--- src/design/lav_pkg.sv ---
// Shared constants for the look-at view matrix pipeline.
package lav_pkg;

  // Default word format: signed Q16.16
  localparam int WORD_BITS_DEF = 32;
  localparam int FRAC_BITS_DEF = 16;

endpackage

--- src/design/lav_sqrt.sv ---
// Pipelined integer square root, one root bit resolved per stage.
module lav_sqrt #(
  parameter int W = lav_pkg::WORD_BITS_DEF
) (
  input  logic             clk,
  input  logic [W-1:0]     en,
  input  logic [2*W-1:0]   sum,
  output logic [W-1:0]     root
);
  import lav_pkg::*;

  localparam int RW = W + 3;

  logic [RW-1:0]  rem_q [W];
  logic [W-1:0]   rt_q  [W];
  logic [2*W-1:0] s_q   [W];

  for (genvar i = 0; i < W; i++) begin : g_step
    logic [RW-1:0]  rem_in;
    logic [W-1:0]   rt_in;
    logic [2*W-1:0] s_in;
    logic [RW-1:0]  r2;
    logic [RW-1:0]  trial;

    if (i == 0) begin : g_first
      assign rem_in = '0;
      assign rt_in  = '0;
      assign s_in   = sum;
    end else begin : g_next
      assign rem_in = rem_q[i-1];
      assign rt_in  = rt_q[i-1];
      assign s_in   = s_q[i-1];
    end

    // bring down the next two radicand bits and form the trial subtrahend
    always_comb begin
      r2    = {rem_in[RW-3:0], s_in[2*W-1 -: 2]};
      trial = RW'({rt_in, 2'b01});
    end

    // advance one root bit
    always_ff @(posedge clk) begin
      if (en[i]) begin
        s_q[i] <= s_in << 2;
        if (r2 >= trial) begin
          rem_q[i] <= r2 - trial;
          rt_q[i]  <= {rt_in[W-2:0], 1'b1};
        end else begin
          rem_q[i] <= r2;
          rt_q[i]  <= {rt_in[W-2:0], 1'b0};
        end
      end
    end
  end

  assign root = rt_q[W-1];

endmodule

--- config.mk ---
export PLATFORM = sky130hd
export DESIGN_NAME = lav_sqrt
export DESIGN_NICKNAME = d
export VERILOG_FILES = /design/src/design/lav_pkg.sv /design/src/design/lav_sqrt.sv
export SDC_FILE = /design/constraint.sdc
export NUM_CORES = 2
export LEC_CHECK = 0
export CAP_MARGIN = 20
export CORE_ASPECT_RATIO = 0.6
export CORE_MARGIN = 5
export CORE_UTILIZATION = 50
export CTS_BUF_LIST = sky130_fd_sc_hd__clkbuf_2 sky130_fd_sc_hd__clkbuf_4 sky130_fd_sc_hd__clkbuf_8
export DETAILED_ROUTE_END_ITERATION = 6
export DONT_BUFFER_PORTS = 1
export GPL_ROUTABILITY_DRIVEN = 1
export PLACE_DENSITY_LB_ADDON = 0.08
export RECOVER_POWER = 50
export SYNTH_ARGS = -nofsm -noshare
export SYNTH_HDL_FRONTEND = slang
export SYNTH_MEMORY_MAX_BITS = 65536
export SYNTH_SLANG_ARGS = --single-unit
--- constraint.sdc ---
create_clock -name clk -period 4.95 [get_ports clk]
set_input_delay 0.495 -clock clk [delete_from_list [all_inputs] [get_ports clk]]
set_output_delay 0.495 -clock clk [all_outputs]
set_load 0.005 [all_outputs]
Word-level counts from Yosys, hierarchy flattened
Memory sizes are Yosys's and may differ from the RTL's.
Index checks and enable logic that the tools add are counted.
{ "totals": {"regBits": 0, "mem_bits_rw": 4128, "inputBits": 97, "output_inout_bits": 32, "word_cells": 451, "n_memories": 3} }
{ "classes": {"n_addsub": 32, "magnitude_cmp": 32, "n_mux": 320, "bitwise": 64} }
{ "memory_table": {"columns": ["name", "depth", "word_bits", "rd", "rd_ports_with_merged_regs", "write_ports", "line", "rtl"], "rows": [
  ["s_q", 32, 62, 31, 0, 32, "lav_sqrt.sv:16", "logic [2*W-1:0] s_q [W];"],
  ["rem_q", 32, 35, 31, 0, 32, "lav_sqrt.sv:14", "logic [RW-1:0] rem_q [W];"],
  ["rt_q", 32, 32, 32, 0, 32, "lav_sqrt.sv:15", "logic [W-1:0] rt_q [W];"]
]} }
{ "op_table": {"columns": ["cell", "n"], "rows": [
  ["two-way mux 35 bit", 32],
  ["greater-or-equal comparator 35 x 34 -> 1 bit", 31],
  ["subtractor 35 x 34 -> 35 bit", 31],
  ["two-way mux 32 bit", 32],
  ["two-way mux 1 bit", 256],
  ["bitwise OR 1 bit", 64],
  ["subtractor 2 x 1 -> 3 bit, second input constant", 1],
  ["greater-or-equal comparator 2 x 1 -> 1 bit, second input constant", 1]
]} }

Longest topological paths before layout
An unclocked memory read counts as a cell.
{ "depth": {"word_depth": 6, "mapped_depth": 16, "depth_no_buf": 12} }

Least setup slack after synthesis
OpenSTA, ideal clock, no wires.
{ "synth_path": {"kind": "register to register", "start": "mem rem_q[0][121] (netlist name)", "end": "mem rem_q[0][166] (netlist name), data pin", "setup_time_ns": 0.262, "arrival_time_ns": 3.465, "t_required_ns": 4.688, "slack_ns": 1.223, "path_stages_with_launch": 12, "n_path_buf": 1, "synth_period_minus_slack_ns": 3.727, "path_cell_list": "edfxtp_1 -> or4_4 -> or4_4 -> or4_1 -> or4_1 -> or4_4 -> nand3_2 -> or3_1 -> buf_4 -> or2_4 -> nor3_2 -> xor2_1"} }
{ "synth_lines": {"columns": ["item", "line"], "rows": [
  ["from (decl)", "lav_sqrt.sv:14"]
]} }

==> results.toml <==
[die]
die_w_um = 630.2
core_area_sq_um = 229400
rows = 136
ios = 129
dieArea_sq_um = 240800
start_util = 0.5031
dieHeight_um = 382.1

[clock_tree]
post-cts-setup-buffers = 0
cts_root_buf = "clkbuf_8"
ctsResizeCount = 0
clockBufferDepth = 4
clock_latency_ps = 980
clk_pin_slew_ps = 60
cts_inserted_buffers = 372
cts_tree = "built"
htree_levels = 5
holdBufCountCts = 132
clock_sinks = 2494

[logic_synthesis]
synth.most_common_cell = "edfxtp_1"
synth_nets = 9603
ys.warnings.count = 0
ys.flop_type = "edfxtp_1"
synth_area_leaders = "edfxtp_1 (65%), ha_1 (6.1%), xor2_1 (3.3%)"
ys_ff_latch = 2494
yosysUniqueCellTypes = 84
syn_area_sq_um = 115400
synthTopCellsByCount = "edfxtp_1 (2493), nand2_1 (720), inv_1 (709)"
yosysTopAreaCell = "edfxtp_1"
avgSynthCellArea_sq_um = 12.90
synthCells = 8944
seq_area_frac_synth = 0.6489
synth_edf_count = 2493
synth_top_area_frac = 0.6487
async_reset_ff_frac = 0

[worst_setup_path]
cp.arrival_ps = 5130
required_ps = 5650
path_max_fanout = 38
crit_path_frequent_cell = "nor3_1"
critPathKind = "flip-flop to flip-flop"
crit_path_max_incr_delay_ps = 520
crit_chain = "ha_1 > or3_1 > o22ai_1 > nor3_1 > nor3_1 > buf_4 > o31ai_1 > a211oi_1 > o21ai_0 > or2_2 > buf_12 > mux2_2"
start_kind = "flip-flop"
cp-end-kind = "flip-flop"
slowest_stage = "o22ai_1"

[timing]
final-setup-viol-count = 0
hold_viol_final = 0
slew_viol_final = 1779
finalSetupTns_ps = 0
slew_headroom = -2.420
fin_crit_ps = 4424
post-route-period-util = 0.8937
rsz0062_at_grt = "false"
skew_ps = 103.8
worst_pin_slew_ps = 5130
max_freq_ghz = 0.2261
fin_hold_ws_ps = 128.6
fin_ws_ps = 526.4

[power]
p_clk_frac = 0.285
power_frac_seq = 0.493
ir_drop_v = 0.0002951
combPwrFrac = 0.223
powerDensity_nw_per_um2 = 463.3
p_sw_frac = 0.3082
p_switching_mw = 18.24
p_leak_nw = 48.42
finalPower_mw = 59.20
internal_power_mw = 40.96

[placement]
routabilityCongestion = 0.9339
preCtsSetupSlack_ps = 447.8
hpwlAfterDp_um = 205300
placedCellCount = 11850
place_area_sq_um = 119100
numPortBuffers = 0

[cells_and_area]
final_area_sq_um = 127800
syn2layout_area_growth_pct = 10.72
finalCoreUtilization = 0.5570
drive_above_1_share = 0.08205
final_cells = 12650
fin_nets = 9985
filler_cell_count = 18920

[global_routing]
grt_usage = 0.2352
grt_overflow = 0
antenna_found_initial = 27
grt_pass1_vias = 66960
grt_pass1_wl_um = 432100
grt_max_degree = 97

[detailed_routing]
postRouteWirelength_um = 288200
drc = 1
drt_iter0_drc = 8036
vias = 71760
first_pass_iters = 7
via_per_inst = 5.671
post_drt_wl_per_cell_um = 22.77
ant_nets = 0

[outcome]
violations = "DRC, capacitance limit, slew limit"
status = "finished with violations"

[run]
drv_cap = 22

[worst_hold_path]
hold_class = "input pin to flip-flop"
[cell families after synthesis]
kind of cell | synth area share
adder cells (fa/ha/maj) | 0.06093
AO/OA/AOI/OAI | 0.09368
multiplexers | 0.004500
buffers and inverters | 0.02925
AND/OR/NAND/NOR | 0.1017
flip-flops | 0.6489
XOR/XNOR | 0.06110
[critical path, delay by kind of cell (launching register included)]
| kind | cells | cell delay (ps) |
|---|---|---|
| AO/OA/AOI/OAI | 4 | 1300 |
| adder cells (fa/ha/maj) | 1 | 270 |
| buffers and inverters | 2 | 440 |
| flip-flops | 1 | 410 |
| multiplexers | 1 | 300 |
| AND/OR/NAND/NOR | 4 | 1400 |
[sequential cells by signal, indices dropped and copies added, names as in the netlist]
| signal | flops |
|---|---|
| rem_q | 974 |
| s_q | 992 |
| rt_q | 528 |
[final timing paths]
check           startpoint       endpoint  depth (start not counted)  slack [ps]
max          rem_q[1][386]  rem_q[1][427]                         12         530
min reg2reg    s_q[0][479]    s_q[0][543]                          0         390
min                 en[26]  rem_q[1][381]                          4         130
max reg2reg  rem_q[1][386]  rem_q[1][427]                         12         530
[final cells by class]
type / instances / area (sq um) / share of cell area
diodes: 14 / 35.03 / 0.0002742
clock buffers: 477 / 5939 / 0.04649
clock inverters: 175 / 1316 / 0.01030
inverters: 712 / 2673 / 0.02092
multi-input cells: 5554 / 37270 / 0.2917
flip-flops and latches: 2494 / 74880 / 0.5861
well taps: 3036 / 3799 / 0.02973
repair buffers: 192 / 1856 / 0.01452
[cells in the final DEF (no fill, tap or decap), types with 48 or more instances in the layout]
cell type / count
or3_1: 93
nand4_1: 82
edfxtp_1: 2493
clkbuf_8: 377
xnor2_1: 371
nand3_1: 156
o21bai_1: 56
dlygate4sd3_1: 100
a21o_1: 211
nor3_1: 238
or4_1: 52
or2_2: 52
nor2b_1: 74
nor2_1: 465
ha_1: 562
o21ai_0: 589
clkinv_1: 88
clkbuf_4: 100
clkinv_2: 48
buf_4: 51
nor4_1: 110
nand2_1: 720
nand2b_1: 117
xor2_1: 434
o21a_1: 93
a21oi_1: 476
inv_1: 709
[per-layer routing]
metal | global-route usage | part of all wire
met1 | 0.4052 | 0.52
met2 | 0.3012 | 0.38
met3 | 0.04606 | 0.084
met4 | 0.04311 | 0.019
met5 | 0 | 0.00011
[power by group through the flow]
stage / sequential [mW] / combinational [mW] / clock, mW
final: 29.2 / 13.2 / 16.9
after global routing: 29.4 / 14.6 / 18.4
after CTS: 29.0 / 13.0 / 17.4
after detailed placement: 29.4 / 12.3 / 0
after global placement: 29.4 / 12.1 / 0
after floorplan: 28.2 / 9.34 / 0
Power figures use the tool's default switching activity.
