### src/design/lav_pkg.sv
// Shared constants for the look-at view matrix pipeline.
package lav_pkg;

  // Default word format: signed Q16.16
  localparam int WORD_BITS_DEF = 32;
  localparam int FRAC_BITS_DEF = 16;

endpackage

### src/design/lav_div.sv
// Pipelined restoring divider for one normalized component, one quotient bit per stage.
module lav_div #(
  parameter int W = lav_pkg::WORD_BITS_DEF,
  parameter int F = lav_pkg::FRAC_BITS_DEF
) (
  input  logic         clk,
  input  logic [F:0]   en,
  input  logic [W-1:0] m,
  input  logic [W-1:0] len,
  output logic [F:0]   q
);
  import lav_pkg::*;

  localparam int Q  = F + 1;
  localparam int NB = W + F + 1;

  logic [W-1:0] rem_q [Q];
  logic [Q-1:0] lo_q  [Q];
  logic [Q-1:0] q_q   [Q];
  logic [W-1:0] len_q [Q];

  // rounded numerator: m * 2^F + len/2; its top part is already below len
  logic [NB-1:0] num;
  assign num = NB'({m, {F{1'b0}}}) + NB'(len >> 1);

  for (genvar i = 0; i < Q; i++) begin : g_step
    logic [W-1:0] rem_in;
    logic [Q-1:0] lo_in;
    logic [Q-1:0] q_in;
    logic [W-1:0] len_in;
    logic [W:0]   r2;
    logic [W:0]   lenx;

    if (i == 0) begin : g_first
      assign rem_in = num[NB-1:Q];
      assign lo_in  = num[Q-1:0];
      assign q_in   = '0;
      assign len_in = len;
    end else begin : g_next
      assign rem_in = rem_q[i-1];
      assign lo_in  = lo_q[i-1];
      assign q_in   = q_q[i-1];
      assign len_in = len_q[i-1];
    end

    always_comb begin
      r2   = {rem_in, lo_in[Q-1]};
      lenx = {1'b0, len_in};
    end

    // shift in one numerator bit, subtract when it fits
    always_ff @(posedge clk) begin
      if (en[i]) begin
        lo_q[i]  <= lo_in << 1;
        len_q[i] <= len_in;
        if (r2 >= lenx) begin
          rem_q[i] <= W'(r2 - lenx);
          q_q[i]   <= {q_in[Q-2:0], 1'b1};
        end else begin
          rem_q[i] <= W'(r2);
          q_q[i]   <= {q_in[Q-2:0], 1'b0};
        end
      end
    end
  end

  assign q = q_q[Q-1];

endmodule
### config.mk
export PLATFORM = sky130hd
export DESIGN_NAME = lav_div
export DESIGN_NICKNAME = d
export VERILOG_FILES = /design/src/design/lav_pkg.sv /design/src/design/lav_div.sv
export SDC_FILE = /design/constraint.sdc
export NUM_CORES = 2
export LEC_CHECK = 0
export BUFFER_PORTS_ARGS = -buffer_cell sky130_fd_sc_hd__buf_2
export CAP_MARGIN = 0
export CELL_PAD_IN_SITES_DETAIL_PLACEMENT = 0
export CELL_PAD_IN_SITES_GLOBAL_PLACEMENT = 2
export CORE_MARGIN = 4
export CORE_UTILIZATION = 39
export CTS_BUF_LIST = sky130_fd_sc_hd__clkbuf_4 sky130_fd_sc_hd__clkbuf_8 sky130_fd_sc_hd__clkbuf_16
export DETAILED_ROUTE_END_ITERATION = 6
export GPL_TIMING_DRIVEN = 0
export PLACE_DENSITY = 0.82
export SYNTH_ARGS = -nofsm -noshare
export SYNTH_HDL_FRONTEND = slang
export SYNTH_SLANG_ARGS = --single-unit
### constraint.sdc
create_clock -name clk -period 5.6 [get_ports clk]
set_input_delay 0.28 -clock clk [delete_from_list [all_inputs] [get_ports clk]]
set_output_delay 0.28 -clock clk [all_outputs]
set_load 0.01 [all_outputs]
# ---- Word level (Yosys, flattened, before mapping)
# Memories as Yosys holds them, arrays and structs flattened.
# Cells that the tools add are included.
dict set report totals {
  out_inout_bits 17
  ramBits 1649
  input_bits 82
  memories 4
  reg_bits 0
}
# memory depth width rd rd_clocked_by_memory_dff write_ports line_no
set mem_list {}
lappend mem_list {len_q 17 32 16 0 17 lav_div.sv:20} ;# logic [W-1:0] len_q [Q];
lappend mem_list {rem_q 17 32 16 0 17 lav_div.sv:17} ;# logic [W-1:0] rem_q [Q];
lappend mem_list {q_q 17 17 17 0 17 lav_div.sv:19} ;# logic [Q-1:0] q_q [Q];
lappend mem_list {lo_q 17 16 16 0 17 lav_div.sv:18} ;# logic [Q-1:0] lo_q [Q];
dict set report op_classes {
  n_mux 170
  n_addsub 18
  magnitude_cmp 17
  bitwise_logic 34
}
# operator count
set ops {}
lappend ops {{>= comparator 33 x 32 -> 1 bit} 17}
lappend ops {{2-to-1 mux 32 bit} 17}
lappend ops {{subtractor 32 bit} 17}
lappend ops {{2-to-1 mux 17 bit} 17}
lappend ops {{2-to-1 mux 1 bit} 136}
lappend ops {{adder 48 x 31 -> 49 bit} 1}
lappend ops {{bitwise OR 1 bit} 34}

# ---- Depth between registers and ports, before layout
dict set report logic_depth {
  depth_word 6
  depth_mapped 25
  mapped_depth_nobuf 22
}

# ---- Worst setup path before layout
# OpenSTA, ideal clock, no wires.
dict set report synth_timing {
  path_type {in2reg}
  from {input port m[0]}
  to {memory rem_q[0][21] (netlist name) (data pin)}
  setup_ns 0.260
  path_buffers 2
  path_stages 23
  required_time_ns 5.340
  path_slack_ns 0.863
  t_arrival_ns 4.477
  path_cell_list {ha_1 > inv_1 > fa_1 > nor2b_1 > o31a_1 > o221ai_2 > a21boi_1 > o31a_1 > o41a_1 > nand2_1 > xnor2_1 > ha_1 > clkbuf_1 > and3_1 > nand3_1 > nor2_1 > a21oi_1 > a31oi_1 > o31ai_1 > o21ai_1 > a31oi_4 > buf_6 > mux2_2}
}
# item line_no
set synth_rtl {}
lappend synth_rtl {{from (decl)} lav_div.sv:8} ;# input logic [W-1:0] m,
lappend synth_rtl {{to (decl)} lav_div.sv:17}

==> metrics.yaml <==
status:
  status: "completed"
clocking:
  clkSlewWorstSetupHoldPaths_ns: 0.06
  clock-sinks: 1177
  cts_tree: "yes"
  htreeDepth: 4
  cts.path.max_buffers: 3
  clk_latency_ns: 0.79
  root_buffer: "clkbuf_16"
  numCtsBuffers: 132
sta:
  rsz0062_at_grt: "false"
  fin_tns_setup_ns: 0
  finClkSkew_ns: 0.0371
  tightest_slew_ns: 1.29
  min_period_ns: 5.43
  maxSlewHeadroom_pct: 14.1
  setup_ws_ns: 0.166
  setup_viol: 0
  timing.final.hold_violations: 0
  drv_slew: 0
  fmax_mhz: 184
  fin_crit_sh_pct: 97.0
route:
  first_pass_iters: 6
  drc: 0
  antenna_left: 0
  routed_wl_um: 193000
  num_vias: 49582
  dr.first_iter.drc_count: 3387
  top_layer: "met5"
  post_drt_wl_per_cell_um: 20.9
  met2_length_um: 96400
  dr_wl_met3_um: 7150
  wl_met1_um: 84100
  viasPerCell: 5.37
yosys:
  synth_largest_area_cell: "edfxtp_1"
  synth-seq-cells: 1177
  ys.flop_type: "edfxtp_1"
  synth_area_um2: 70300
  syn-mean-instance-area_um2: 10.9
  ys_top_cells_by_area: "edfxtp_1 (50%), ha_1 (9.9%), a21oi_1 (4.1%)"
  synth_top_area_share_pct: 50.2
  ys_async_sr_fraction_pct: 0
  syn-num-nets: 7136
  yosys.cell_count.top_type: "edfxtp_1"
  syn-instance-count: 6478
  ys_types: 94
  ys.warnings.count: 0
  synth_edf_count: 1176
  yosysSeqAreaShare_pct: 50.3
  synth_common_cells: "edfxtp_1 (1176), inv_1 (663), a21oi_1 (578)"
worst_setup_path:
  crit_arrival_ns: 5.93
  required_ns: 6.10
  r2r_slack_ns: 0.87
  critPathLaunchType: "input port"
  worstRegToRegCells: 11
  worst-setup-path-type: "input port to register"
  r2r-end: "rem_q[8][20]"
  critPathMaxFanout: 7
  crit_path_end_kind: "register"
  reg2reg_from: "len_q[0][230]"
final_layout:
  design_area_um2: 79000
  multi_input_comb_area_um2: 31800
  fillerInstances: 16806
  final_nets: 7427
  ff_latch_area_um2: 35300
  area.growth.synth_to_final_pct: 12.4
  final_layout_size_suffix_gt1_share_pct: 9.69
pwr:
  p_per_area_nw_per_um2: 565
  power.leakage_nw: 32.0
  ir_worst_vdd_mv: 0.348
  p_total_w: 0.0447
floorplanning:
  initial_core_util_pct: 39.3
  die_w_um: 433
  die_y_um: 433
  fp-row-count: 155
  io_pins: 99
  die-area_um2: 187000
  coreArea_um2: 179000
global_route:
  antenna_found_initial: 11
  grt_pass1_wl_um: 292000
  grt_max_degree: 43
  grt_pass1_vias: 48894
  overflow: 0
  grt_use_total_pct: 20.3
placed_design:
  dp_slack_ns: -0.911
  place.gp.congestion: 0.906
  dp_hpwl_um: 153000
  portBuffers: 97
  placed_cell_area_um2: 74000
worst_hold_path:
  hold_start: "m[22]"
  whs_path_depth: 4
  min_to: "rem_q[0][22]"
  hp-class: "input port to register"
run:
  drv_cap: 0
==> routing by layer <==
metal / global-route usage [%] / vias up
met4: 6.00 / 2
met1: 26.0 / 23941
met3: 2.30 / 261
met2: 36.1 / 1031
li1: - / 24347
met5: 0 / -
==> sequential cells by signal (all words and copies together) (netlist names) <==
register  flops
len_q       512
q_q         153
rem_q       512
==> power by group <==
group	leakage (nW)	internal, W	switching [W]
Sequential	11.5	0.0132	0.00162
Combinational	18.4	0.00887	0.0121
Clock	2.21	0.00518	0.00370
Total	32.0	0.0273	0.0174
==> worst max-delay path, stage by stage <==
cell           delay [ns]
dlygate4sd3_1        0.53
buf_2                0.17
ha_1                 0.35
nand2_1              0.10
nor4_1               0.35
nor2_1               0.13
a211oi_1             0.50
a21oi_1              0.17
xnor2_1              0.45
ha_1                 0.32
clkbuf_1             0.18
a21o_1               0.25
o31ai_1              0.36
and3_1               0.22
o21ai_0              0.25
a221oi_1             0.69
o21ai_0              0.17
a21oi_1              0.20
xor2_1               0.17
o21ai_1              0.09
==> final cells by class <==
class	instances	share of cell area, %
diodes	2	0.00633
plain buffers	156	0.982
clock buffers	150	4.40
clock inverters	91	1.24
inverters	665	3.16
multi-input cells	4480	40.2
flip-flops and latches	1177	44.7
well taps	2355	3.73
repair buffers	157	1.54
==> cell families after synthesis <==
family / after synthesis / share of synthesized area, %
AOI/OAI and AO/OA: 1730 / 15.5
xor gates and xnor gates: 449 / 5.59
adders and majority gates: 576 / 10.4
buffers and inverters: 821 / 4.62
DFF: 1177 / 50.3
muxes: 213 / 3.38
and+or+nand+nor: 1512 / 10.2
==> worst max-delay path by stage <==
stage | startpoint | endpoint | slack [ns] | cells past startpoint
2_1_floorplan | m[0] | rem_q[0][21] | 0.86 | 23
3_3_place_gp | len[18] | rem_q[0][21] | -1.01 | 20
3_5_place_dp | len[18] | rem_q[0][21] | -0.91 | 20
4_1_cts | len[23] | rem_q[0][27] | 0.04 | 24
5_1_grt | len[23] | rem_q[0][4] | 0.07 | 24
6_report | len[25] | rem_q[0][28] | 0.17 | 20
==> what timing repair did <==
item	CTS	global route
hold endpoints to repair	47	0
buffers inserted	0	0
setup endpoints to repair	18	31
pin swaps	0	1
cloned	0	0
hold buffers	47	0
gates resized for setup	1	9
==> placed cells by master, fill, tap and decap left out, drive strengths merged, types with 18 or more instances in the layout <==
cell type / synthesis / final
edfxtp: 1176 / 1176
inv: 665 / 677
a21oi: 580 / 580
ha: 559 / 559
nand2: 438 / 438
nor2: 437 / 437
o21ai: 400 / 400
xnor2: 271 / 271
clkbuf: 94 / 244
a21o: 203 / 203
mux2: 195 / 195
xor2: 178 / 178
buf: 62 / 172
nand3: 115 / 115
o21a: 97 / 97
nor3: 79 / 79
nand4: 75 / 75
nand2b: 66 / 66
nor2b: 63 / 63
clkinv: 0 / 60
a31oi: 59 / 59
o21bai: 56 / 56
and3: 48 / 48
a211oi: 48 / 48
dlygate4sd3: 0 / 47
o31ai: 40 / 40
or3: 36 / 36
and2: 36 / 36
o211ai: 32 / 32
and4: 25 / 25
o31a: 22 / 22
nor4: 22 / 22
a21boi: 20 / 20
a211o: 19 / 19
mux2i: 18 / 18
==> through the flow <==
stage / util (%) / cells / hold WS, ns
floorplan: - / 6478 / 0.379
global placement: 41.2 / 8930 / 0.404
detailed placement: 41.4 / 8943 / 0.405
CTS: 44.2 / 9231 / 0.0139
global route: 44.2 / 9232 / 0.0719
finish: 44.2 / 9233 / 0.0835
Note: power is estimated with default switching activity, not from simulation.
